### src/rtl/ncc_pkg.sv
// Shared constants, types and queue entry for the nearest-centroid confusion counter.
// No dependencies.
`default_nettype none
package ncc_pkg;

	localparam int NUM_CLASSES    = 6;
	localparam int SAMPLE_BITS    = 12;
	localparam int COUNT_BITS     = 16;

	localparam int NUM_CFG_REGS   = 6;
	localparam int CFG_INDEX_BITS = 3;
	localparam int CFG_DATA_BITS  = 36;
	localparam int ROW_BITS       = 3;
	localparam int WINNER_BITS    = 3;
	localparam int OUT_COUNT_BITS = 16;
	localparam int NUM_AXES       = 3;

	localparam int IDX_BITS    = $clog2(NUM_CLASSES);
	localparam int CENTRE_BITS = NUM_AXES * SAMPLE_BITS;
	localparam int SQ_BITS     = 2 * SAMPLE_BITS;
	localparam int DIST_BITS   = SQ_BITS + 2;
	localparam int NUM_PAIRS   = (NUM_CLASSES + 1) / 2;
	localparam int NUM_CELLS   = NUM_CLASSES * NUM_CLASSES;
	localparam int CELL_BITS   = $clog2(NUM_CELLS);

	localparam logic [COUNT_BITS-1:0] COUNT_MAX = '1;

	localparam int QUEUE_DEPTH = 8;
	localparam int QPTR_BITS   = $clog2(QUEUE_DEPTH);
	localparam int QCNT_BITS   = $clog2(QUEUE_DEPTH + 1);

	typedef enum logic {
		CMD_CLASSIFY = 1'b0,
		CMD_CLEAR    = 1'b1
	} ncc_cmd_t;

	typedef struct packed {
		ncc_cmd_t              cmd;
		logic [ROW_BITS-1:0]   row;
		logic [IDX_BITS-1:0]   winner;
	} ncc_item_t;

	typedef struct packed {
		logic full;
		logic empty;
	} ncc_qstat_t;

endpackage
`default_nettype wire

### src/rtl/ncc_queue.sv
// Short FIFO of classified beats between the front and back ends.
// Depends on ncc_pkg.
`default_nettype none
module ncc_queue import ncc_pkg::*; (
	input  wire logic      clk,
	input  wire logic      arst_n,
	input  wire logic      push,
	input  wire ncc_item_t push_item,
	input  wire logic      pop,
	output ncc_item_t      head,
	output ncc_qstat_t     stat
);

	ncc_item_t              slot_q [QUEUE_DEPTH];
	logic [QPTR_BITS-1:0]   wptr_q, rptr_q;
	logic [QCNT_BITS-1:0]   cnt_q;

	always_ff @(posedge clk or negedge arst_n) begin
		if (!arst_n) begin
			wptr_q <= '0;
			rptr_q <= '0;
			cnt_q  <= '0;
		end else begin
			if (push) begin
				wptr_q <= wptr_q + 1'b1;
			end
			if (pop) begin
				rptr_q <= rptr_q + 1'b1;
			end
			cnt_q <= cnt_q + QCNT_BITS'(push) - QCNT_BITS'(pop);
		end
	end

	always_ff @(posedge clk) begin
		if (push) begin
			slot_q[wptr_q] <= push_item;
		end
	end

	assign head       = slot_q[rptr_q];
	assign stat.full  = (cnt_q == QCNT_BITS'(QUEUE_DEPTH));
	assign stat.empty = (cnt_q == '0);

endmodule
`default_nettype wire

### config.mk
export PLATFORM = sky130hd
export DESIGN_NAME = ncc_queue
export DESIGN_NICKNAME = d
export VERILOG_FILES = /design/src/rtl/ncc_pkg.sv /design/src/rtl/ncc_queue.sv
export SDC_FILE = /design/constraint.sdc
export NUM_CORES = 1
export LEC_CHECK = 0
export BUFFER_PORTS_ARGS = -buffer_cell sky130_fd_sc_hd__buf_2
export CAP_MARGIN = 20
export CELL_PAD_IN_SITES_DETAIL_PLACEMENT = 1
export CELL_PAD_IN_SITES_GLOBAL_PLACEMENT = 2
export CORE_MARGIN = 2
export CORE_UTILIZATION = 40
export DETAILED_ROUTE_END_ITERATION = 16
export GPL_TIMING_DRIVEN = 0
export PLACE_DENSITY_LB_ADDON = 0.1
export SYNTH_ARGS = -nofsm -noshare
export SYNTH_HDL_FRONTEND = slang
export SYNTH_SLANG_ARGS = --single-unit
### constraint.sdc
create_clock -name clk -period 1.9 [get_ports clk]
set_input_delay 0.095 -clock clk [delete_from_list [all_inputs] [get_ports clk]]
set_output_delay 0.095 -clock clk [all_outputs]
set_load 0.01 [all_outputs]
==> results.md <==
- Outcome: finished, violations left
- Violated checks: negative setup slack
- Diode count: 0
- TritonRoute pass-1 iters: 4
- Ports: 20
- Final Core Density: 47.6%
- CTS H-tree depth: 3
- Hold Path Class: input pin to flop
- Dpl ws: 170 ps
- Clock Skew: 7.25 ps
- RePlAce Congestion: 0.725
- Yosys reg bits: 66
- Syn avg cell area: 20.3 sq um
- Iteration-0 DRC Markers: 38
- CP Capture Type: output port
- Final Total Pwr: 5.05 mW
- Largest net degree at the start of global routing: 11
- CTS tree: yes
- Die area: 7520 sq um
- Die W: 86.7 um
- GRT Residual Overflow: 0
- Kind of critical path: flop to output port
- Area growth, synth to finish: 16.9%
- PwrDens: 1580 nW/um^2
- Sink Count: 66
- GR Layer Usage met1: 18.7%
- Post-Syn Area: 2740 sq um
- First-pass GRT wire length: 7870 um
- Most used routing layer: met2
- Final ANT Viol Nets: 0
- RSZ-0062 raised after global routing: true
- Max frequency: 502 MHz
- Starting density of the core: 40.7%
- Period utilisation layout: 105%
- Antenna violations before repair: 0
- GRT Total Usage: 15.2%
- Root buffer cell: clkbuf_8
- Number of port buffers: 19
- Sum Neg Setup Slack: -501 ps
- Worst EP arrival: 1900 ps
- Fin nets: 195
- WL final: 5310 um
- Maximum VDD drop: 0.000598 V
- Std-Cell Rows: 30
- YS warnings: 0
- Inserted Clock Buffers: 9
- Setup ws final: -90.5 ps
- Worst Tran Pin Value: 828 ps
- Final setup viols: 7
- DP Wirelength: 3270 um
- Residual DRC: 0
- Die Span Y: 86.7 um
- Syn_nets: 155
- Drt via density: 5.12
- Post-route minimum period: 1990 ps
- Vias in the first global route: 1473
- Synth cell types: 20
- Crit path launch type: flop
- Post-synthesis sequential area ratio: 70.6%
- Post-synthesis cell count: 135
- Core region area: 6720 sq um
- Share of cells above drive strength 1: 36.9%
- CTS Buffer Depth: 2
- Fin. max-slew vios: 0
- GR Layer Usage met2: 24.9%
- Met3 GRT Util: 3.24%
- WP data required: 1800 ps
- Hold Fails Final Rpt: 0
- Vias: 1327
- Normalized max-slew margin: 44.6%
- Worst-skew pair later-pin latency: 330 ps
- DR WL/cell: 20.5 um
- Max-cap viol count: 0
- Clock-pin slew of the registers on the worst-case setup and hold paths: 70 ps
- Leakage Power: 1.19 nW
- Crit Path Max Fanout: 5
-- metal layers --
metal,vias to the layer above,share of wire [%]
met5,-,0
met4,0,2.3
met3,10,2.3
met2,24,50
met1,693,45
li1,600,-
-- area by class of cell --
class	count	area, sq um
fill	653	3520
sequential	66	1930
multi-input combinational	57	692
timing repair buffer	29	225
clock buffer	11	131
tap	80	100
clock inverter	4	43.8
buffer	4	42.5
inverter	8	30.0
-- cell usage in the layout (no fill, tap or decap) --
cell type	n
nand2b_1	3
mux2_2	6
buf_6	7
inv_1	8
edfxtp_1	56
dlygate4sd3_1	2
clkbuf_16	1
ha_1	8
nand2_1	4
fa_1	1
nor3_1	2
bufinv_16	1
buf_12	1
a21oi_1	1
clkbuf_1	3
clkinv_2	2
mux2_4	3
nor2_1	6
buf_2	15
xor2_1	3
clkinv_1	1
buf_4	6
a21o_1	1
clkbuf_8	9
mux4_2	14
xnor2_1	3
and3_1	2
dfrtp_2	1
dfrtp_1	9
-- where the power goes --
part / switching (mW) / internal [mW] / total, mW
Combinational: 0.839 / 1.08 / 1.92
Clock: 0.506 / 0.591 / 1.10
Sequential: 0.156 / 1.88 / 2.04
Total: 1.50 / 3.55 / 5.05
-- synth_stat cells --
master,count,area (sq um)
nor2_1,6,22.5
mux2_2,9,101
xor2_1,3,26.3
ha_1,8,100
buf_12,1,20.0
edfxtp_1,56,1680
nor3_1,2,10.0
nand2_1,4,15.0
and3_1,2,12.5
buf_6,1,11.3
clkbuf_1,1,3.75
inv_1,8,30.0
nand2b_1,3,18.8
fa_1,1,20.0
xnor2_1,3,26.3
mux4_1,14,368
a21o_1,1,7.51
a21oi_1,1,5.00
dfrtp_1,10,250
buf_2,1,5.00
-- state kept, by name, indices dropped and copies added (netlist names) --
signal and cells:
slot_q 56, wptr_q 3, rptr_q 3, cnt_q 4
-- kinds of logic after synthesis --
group | Yosys count | synth area share [%]
AOI/OAI and AO/OA | 2 | 0.457
xor gates and xnor gates | 6 | 1.92
adders and majority gates | 9 | 4.39
buffers and inverters | 12 | 2.56
DFF | 66 | 70.6
muxes | 23 | 17.2
and+or+nand+nor | 17 | 2.88
-- worst max-delay path, stage by stage, from the launching register on --
cell and delay [ps]:
dfrtp_1 370, buf_6 140, clkbuf_16 150, mux4_2 500, mux2_2 280, buf_6 120
-- what timing repair did --
action	in CTS	in global routing
hold endpoints to repair	11	0
buffers inserted	4	1
pin swaps	0	0
cloned	0	1
resized for setup	2	23
setup endpoints to repair	7	7
hold buffers	2	0
-- path summary, 6_finish.rpt --
| check | start | end | slack [ps] | cells after the start |
|---|---|---|---|---|
| worst max-delay path | rptr_q[0]$_DFFE_PN0P_ | head[0] | -90 | 5 |
| max in group asynchronous | arst_n | rptr_q[2]$_DFFE_PN0P_ | 1530 | 2 |
| worst min-delay path | push_item[4] | slot_q[0][4]$_DFFE_PP_ | 30 | 1 |
| worst min register to register | wptr_q[1]$_DFFE_PN0P_ | wptr_q[1]$_DFFE_PN0P_ | 570 | 1 |
| min in group asynchronous | arst_n | rptr_q[2]$_DFFE_PN0P_ | 150 | 2 |
| worst max register to register | wptr_q[1]$_DFFE_PN0P_ | slot_q[0][1]$_DFFE_PP_ | 240 | 3 |
-- through the flow --
stage | hold WS [ps] | instance area, sq um | std cells
floorplan | -201 | 2740 | 135
global placement | -33.0 | 2930 | 234
detailed placement | -24.6 | 2940 | 236
CTS | 24.3 | 3170 | 257
global route | 37.1 | 3200 | 259
finish | 33.3 | 3200 | 259
No activity file was read; power rests on OpenSTA's default activity.
