File: src/rtl/ncc_pkg.sv
// Shared constants, types and queue entry for the nearest-centroid confusion counter.
// No dependencies.
`default_nettype none
package ncc_pkg;

	localparam int NUM_CLASSES    = 6;
	localparam int SAMPLE_BITS    = 12;
	localparam int COUNT_BITS     = 16;

	localparam int NUM_CFG_REGS   = 6;
	localparam int CFG_INDEX_BITS = 3;
	localparam int CFG_DATA_BITS  = 36;
	localparam int ROW_BITS       = 3;
	localparam int WINNER_BITS    = 3;
	localparam int OUT_COUNT_BITS = 16;
	localparam int NUM_AXES       = 3;

	localparam int IDX_BITS    = $clog2(NUM_CLASSES);
	localparam int CENTRE_BITS = NUM_AXES * SAMPLE_BITS;
	localparam int SQ_BITS     = 2 * SAMPLE_BITS;
	localparam int DIST_BITS   = SQ_BITS + 2;
	localparam int NUM_PAIRS   = (NUM_CLASSES + 1) / 2;
	localparam int NUM_CELLS   = NUM_CLASSES * NUM_CLASSES;
	localparam int CELL_BITS   = $clog2(NUM_CELLS);

	localparam logic [COUNT_BITS-1:0] COUNT_MAX = '1;

	localparam int QUEUE_DEPTH = 8;
	localparam int QPTR_BITS   = $clog2(QUEUE_DEPTH);
	localparam int QCNT_BITS   = $clog2(QUEUE_DEPTH + 1);

	typedef enum logic {
		CMD_CLASSIFY = 1'b0,
		CMD_CLEAR    = 1'b1
	} ncc_cmd_t;

	typedef struct packed {
		ncc_cmd_t              cmd;
		logic [ROW_BITS-1:0]   row;
		logic [IDX_BITS-1:0]   winner;
	} ncc_item_t;

	typedef struct packed {
		logic full;
		logic empty;
	} ncc_qstat_t;

endpackage
`default_nettype wire

File: src/rtl/ncc_ram.sv
// Generic simple dual-port RAM, one write and one registered read port.
// No dependencies.
`default_nettype none
module ncc_ram #(
	parameter int WIDTH = 16,
	parameter int DEPTH = 36,
	localparam int AW = $clog2(DEPTH)
) (
	input  wire logic             clk,
	input  wire logic             we,
	input  wire logic [AW-1:0]    waddr,
	input  wire logic [WIDTH-1:0] wdata,
	input  wire logic             re,
	input  wire logic [AW-1:0]    raddr,
	output logic      [WIDTH-1:0] rdata
);

	logic [WIDTH-1:0] mem_q [DEPTH];

	always_ff @(posedge clk) begin
		if (we) begin
			mem_q[waddr] <= wdata;
		end
		if (re) begin
			rdata <= mem_q[raddr];
		end
	end

endmodule
`default_nettype wire

File: src/rtl/ncc_back.sv
// Back end: confusion-count read-modify-write with forwarding, and the output register.
// Depends on ncc_pkg and ncc_ram.
`default_nettype none
module ncc_back import ncc_pkg::*; (
	input  wire logic                       clk,
	input  wire logic                       arst_n,
	input  wire ncc_item_t                  head,
	input  wire ncc_qstat_t                 qstat,
	output logic                            pop,
	output logic                            out_valid,
	input  wire logic                       out_ready,
	output logic [WINNER_BITS-1:0]          winner,
	output logic [OUT_COUNT_BITS-1:0]       cell_count
);

	logic                   s1_valid_q;
	ncc_cmd_t               cmd_s1;
	logic                   inrange_s1;
	logic [IDX_BITS-1:0]    win_s1;
	logic [CELL_BITS-1:0]   addr_s1;

	logic                   head_inrange;
	logic [CELL_BITS-1:0]   head_addr;
	logic                   advance;
	logic                   we;
	logic [COUNT_BITS-1:0]  rd_data;
	logic [COUNT_BITS-1:0]  old_cnt;
	logic [COUNT_BITS-1:0]  new_cnt;

	logic                   cell_valid_q [NUM_CELLS];
	logic                   lw_valid_q;
	logic [CELL_BITS-1:0]   lw_addr_q;
	logic [COUNT_BITS-1:0]  lw_data_q;

	logic                   out_valid_q;
	logic [WINNER_BITS-1:0] winner_q;
	logic [OUT_COUNT_BITS-1:0] count_q;

	assign head_inrange = int'(head.row) < NUM_CLASSES;
	assign head_addr    = head_inrange
		? CELL_BITS'(int'(head.row) * NUM_CLASSES + int'(head.winner)) : '0;

	assign advance = s1_valid_q && (!out_valid_q || out_ready);
	assign pop     = !qstat.empty && (!s1_valid_q || advance);
	assign we      = advance && cmd_s1 == CMD_CLASSIFY && inrange_s1;

	ncc_ram #(
		.WIDTH (COUNT_BITS),
		.DEPTH (NUM_CELLS)
	) u_counts (
		.clk   (clk),
		.we    (we),
		.waddr (addr_s1),
		.wdata (new_cnt),
		.re    (pop),
		.raddr (head_addr),
		.rdata (rd_data)
	);

	// the write that lands on the read edge is not seen by the RAM
	always_comb begin
		if (lw_valid_q && lw_addr_q == addr_s1) begin
			old_cnt = lw_data_q;
		end else if (cell_valid_q[addr_s1]) begin
			old_cnt = rd_data;
		end else begin
			old_cnt = '0;
		end
		new_cnt = (old_cnt == COUNT_MAX) ? old_cnt : old_cnt + 1'b1;
	end

	always_ff @(posedge clk or negedge arst_n) begin
		if (!arst_n) begin
			s1_valid_q  <= 1'b0;
			out_valid_q <= 1'b0;
			lw_valid_q  <= 1'b0;
			for (int i = 0; i < NUM_CELLS; i++) begin
				cell_valid_q[i] <= 1'b0;
			end
		end else begin
			if (pop) begin
				s1_valid_q <= 1'b1;
			end else if (advance) begin
				s1_valid_q <= 1'b0;
			end
			if (advance) begin
				out_valid_q <= 1'b1;
			end else if (out_ready) begin
				out_valid_q <= 1'b0;
			end
			if (advance && cmd_s1 == CMD_CLEAR) begin
				lw_valid_q <= 1'b0;
				for (int i = 0; i < NUM_CELLS; i++) begin
					cell_valid_q[i] <= 1'b0;
				end
			end else if (we) begin
				lw_valid_q            <= 1'b1;
				cell_valid_q[addr_s1] <= 1'b1;
			end
		end
	end

	always_ff @(posedge clk) begin
		if (pop) begin
			cmd_s1     <= head.cmd;
			inrange_s1 <= head_inrange;
			win_s1     <= head.winner;
			addr_s1    <= head_addr;
		end
		if (we) begin
			lw_addr_q <= addr_s1;
			lw_data_q <= new_cnt;
		end
		if (advance) begin
			winner_q <= (cmd_s1 == CMD_CLEAR) ? '0 : WINNER_BITS'(win_s1);
			count_q  <= (cmd_s1 == CMD_CLEAR || !inrange_s1)
				? '0 : OUT_COUNT_BITS'(new_cnt);
		end
	end

	assign out_valid  = out_valid_q;
	assign winner     = winner_q;
	assign cell_count = count_q;

endmodule
`default_nettype wire

File: config.mk
export PLATFORM = sky130hd
export DESIGN_NAME = ncc_back
export DESIGN_NICKNAME = d
export VERILOG_FILES = /design/src/rtl/ncc_pkg.sv /design/src/rtl/ncc_ram.sv /design/src/rtl/ncc_back.sv
export SDC_FILE = /design/constraint.sdc
export NUM_CORES = 1
export LEC_CHECK = 0
export BUFFER_PORTS_ARGS = -buffer_cell sky130_fd_sc_hd__buf_2
export CAP_MARGIN = 5
export CORE_MARGIN = 2
export CORE_UTILIZATION = 40
export CTS_CLUSTER_SIZE = 25
export DETAILED_ROUTE_END_ITERATION = 8
export GPL_TIMING_DRIVEN = 0
export PLACE_DENSITY = 0.67
export SETUP_SLACK_MARGIN = 0.05
export SYNTH_ARGS = -nofsm -noshare
export SYNTH_HDL_FRONTEND = slang
export SYNTH_SLANG_ARGS = --single-unit
File: constraint.sdc
create_clock -name clk -period 5.6 [get_ports clk]
set_input_delay 0.28 -clock clk [delete_from_list [all_inputs] [get_ports clk]]
set_output_delay 0.28 -clock clk [all_outputs]
set_load 0.005 [all_outputs]
==> metrics <==
run status=finished, final reports clean; maximum number of pins on one net before global-route repair=40; Max Root-Sink Buffers=3; Starting Density=0.402; clock-pin slew on the worst setup and hold paths=about 0.060 ns; unrepaired setup endpoints after global routing=false; placed insts=about 2900; CTS sink count=683; Root Driver=clkbuf_16; skew final=about 0.018 ns; width of the die=269 um; DR iter-0 viols=~2100; std cell rows=97; CP Capture Point=u_counts.mem_q[28][0]; Cell Count, Final, Fillers Out=3049; layout cells sized above 1=0.189; mean post-synth cell area=14.9 um2; worst vdd ir=0.200 mV; final hold vios=0; number of global-route vias before repair=17500; initial antenna violation count=7; Via-to-Cell Ratio=a little under 6; share of the synthesized area in the top cell type=0.689; Core Util, Final=0.473; maxcap violations=0; most frequent cells in the layout=edfxtp_1, nand2_1, a21oi_1; port bufs=31; diode count=0; slew margin rel.=0.278; crit-path max FO=24; antenna-violating nets left=0; Lkg Pwr=11.0 nW; reg2reg path depth=15; R2R Path End=u_counts.mem_q[28][0]; TritonCTS Buffers=72; Post-Synthesis Cells=1887; Post-synth EDFFs=644; placed cell areas=0.0306 mm2; Synth area leaders=edfxtp_1, mux2_2, dfrtp_1, nand2_1, a21oi_1; launch point of the worst path=addr_s1[0]; Final Cycle Share=0.942; Slew @ Worst Pin=1.08 ns; Min-Delay Path Class=primary input to flop; WP data required=6.02 ns; fraction of registers with async set/reset=0.0571; Critical Path Sink Type=flop; post-route cell area=0.0330 mm2; WP data arrival=around 5.7 ns; Detail Placement HPWL=54.0 mm; max-slew violations=0; kind of critical path=flop to flop; Routed WL per cell=25.1 um; Max Freq=189 MHz; PwrDens=366 mW/mm2; Ys Warns=0; clk_lat worst skew=just over 0.6 ns; Final setup viols=0; syn_nets=around 1900; top_reg_cell synth=edfxtp_1; GRT Util Overall=0.213; H-tree Lvls=3; Die H=roughly 270 um; commonest non-fill, non-tap cell in the layout=edfxtp_1; Worst Setup Start Kind=flop; DRT Wirelength=76.4 mm; CTS tree=built; reg-to-reg startpoint=addr_s1[0]; IO Pins=33; GPL Wtd Cong=0.907; hold_ws=0.0391 ns; Synth cell types=82; total number of vias=17600; die area=0.0723 mm2; mapped cell area=0.0281 mm2; P&R area growth vs syn=17.6%; Seq/Total Area, Yosys=0.724; total negative slack=0 ns; Yosys top cell by area=edfxtp_1; r2r setup slk=0.32 ns; DRC=0; fin crit period=5.28 ns; total grt overflow=0; first-pass GRT wire length=112 mm; Core Region=0.0698 mm2; #FFs+latches synth=between 600 and 700; fin nets=2074; detailed-router iteration count before antenna repair=6
-- through the flow --
stage          setup slack, ns  power (mW)
6_report                 0.322        12.1
5_1_grt                 0.0905        12.4
4_1_cts                  0.127        12.1
3_5_place_dp            0.0343        7.42
3_3_place_gp             -3.70        7.31
2_1_floorplan            0.623        6.70
-- area by class of cell --
cell class	count	area [um2]
Buffer	119	499
Clock buffer	93	1950
Clock inverter	37	373
Fill cell	5920	36800
Inverter	20	75.1
Multi-Input combinational cell	1065	7430
Sequential cell	683	20300
Tap cell	940	1180
Timing Repair Buffer	92	1170
-- cell families after synthesis --
family	Yosys count	synth area share
muxes	161	0.0630
and+or+nand+nor	414	0.0680
DFF	683	0.724
xor gates and xnor gates	21	0.00656
adders and majority gates	9	0.00455
AOI/OAI and AO/OA	460	0.114
buffers and inverters	139	0.0204
-- worst max-delay path: stages, from the launching register on --
cell,delay (ns)
edfxtp_1,0.53
buf_4,0.24
xor2_1,0.20
or4b_4,0.57
nor2_4,0.30
clkbuf_1,0.45
a2bb2oi_1,0.21
inv_1,0.10
ha_1,0.24
nand2_1,0.12
nor3_1,0.18
or2_2,0.20
nand2_1,0.16
o21bai_1,0.33
xnor2_2,0.90
buf_6,0.32
-- worst min-delay path by stage --
stage	endpoint	cells past startpoint	start
after floorplan	cell_valid_q[0]	0	arst_n
after global placement	out_valid	1	arst_n
after detailed placement	cell_valid_q[7]	1	arst_n
after CTS	out_valid	3	out_ready
after global routing	out_valid	3	out_ready
final	out_valid	3	out_ready
-- cell usage after synthesis (all sizes together) (11+ instances only) --
library cell and instances:
o311ai 31, nand3 47, o21a 37, edfxtp 644, buf 26, a211oi 34
and3 13, mux2 95, mux2i 63, dfrtp 39, xnor2 12, o21ai 63
o221a 16, o211ai 23, nand2 205, o221ai 21, a221oi 32, and2 11
inv 17, clkbuf 93, o31ai 14, a21oi 134, nor2 84, a22oi 20
-- where the power goes --
part | internal (mW) | switching, mW | total, mW
sequential | 5.79 | 0.0494 | 5.84
clock | 2.79 | 1.93 | 4.72
combinational | 0.418 | 1.09 | 1.51
-- registers in the layout (all words and copies together), names as in the netlist, 3 cells and up --
| signal | count |
|---|---|
| u_counts.mem_q | 576 |
| cell_count | 16 |
| u_counts.rdata | 16 |
| lw_addr_q | 6 |
| cell_valid_q | 36 |
| win_s1 | 3 |
| winner | 3 |
| lw_data_q | 16 |
| addr_s1 | 6 |
-- metal layers --
metal	vias to the layer above	share of wire	routed length, um	GRT usage
li1	7688	-	-	-
met1	8864	0.40	30900	0.282
met2	837	0.48	36400	0.350
met3	181	0.081	6150	0.0398
met4	4	0.038	2930	0.0796
met5	-	0.00039	30	0
-- timing repair --
item / CTS / global route
endpoints found under the setup margin: 21 / 94
setup buffers: 0 / 1
pin swaps: 0 / 1
hold buffers: 6 / 0
endpoints found under the hold margin: 44 / 0
resized for setup: 1 / 4
gates cloned: 0 / 0
(Power assumes the default switching activity.)
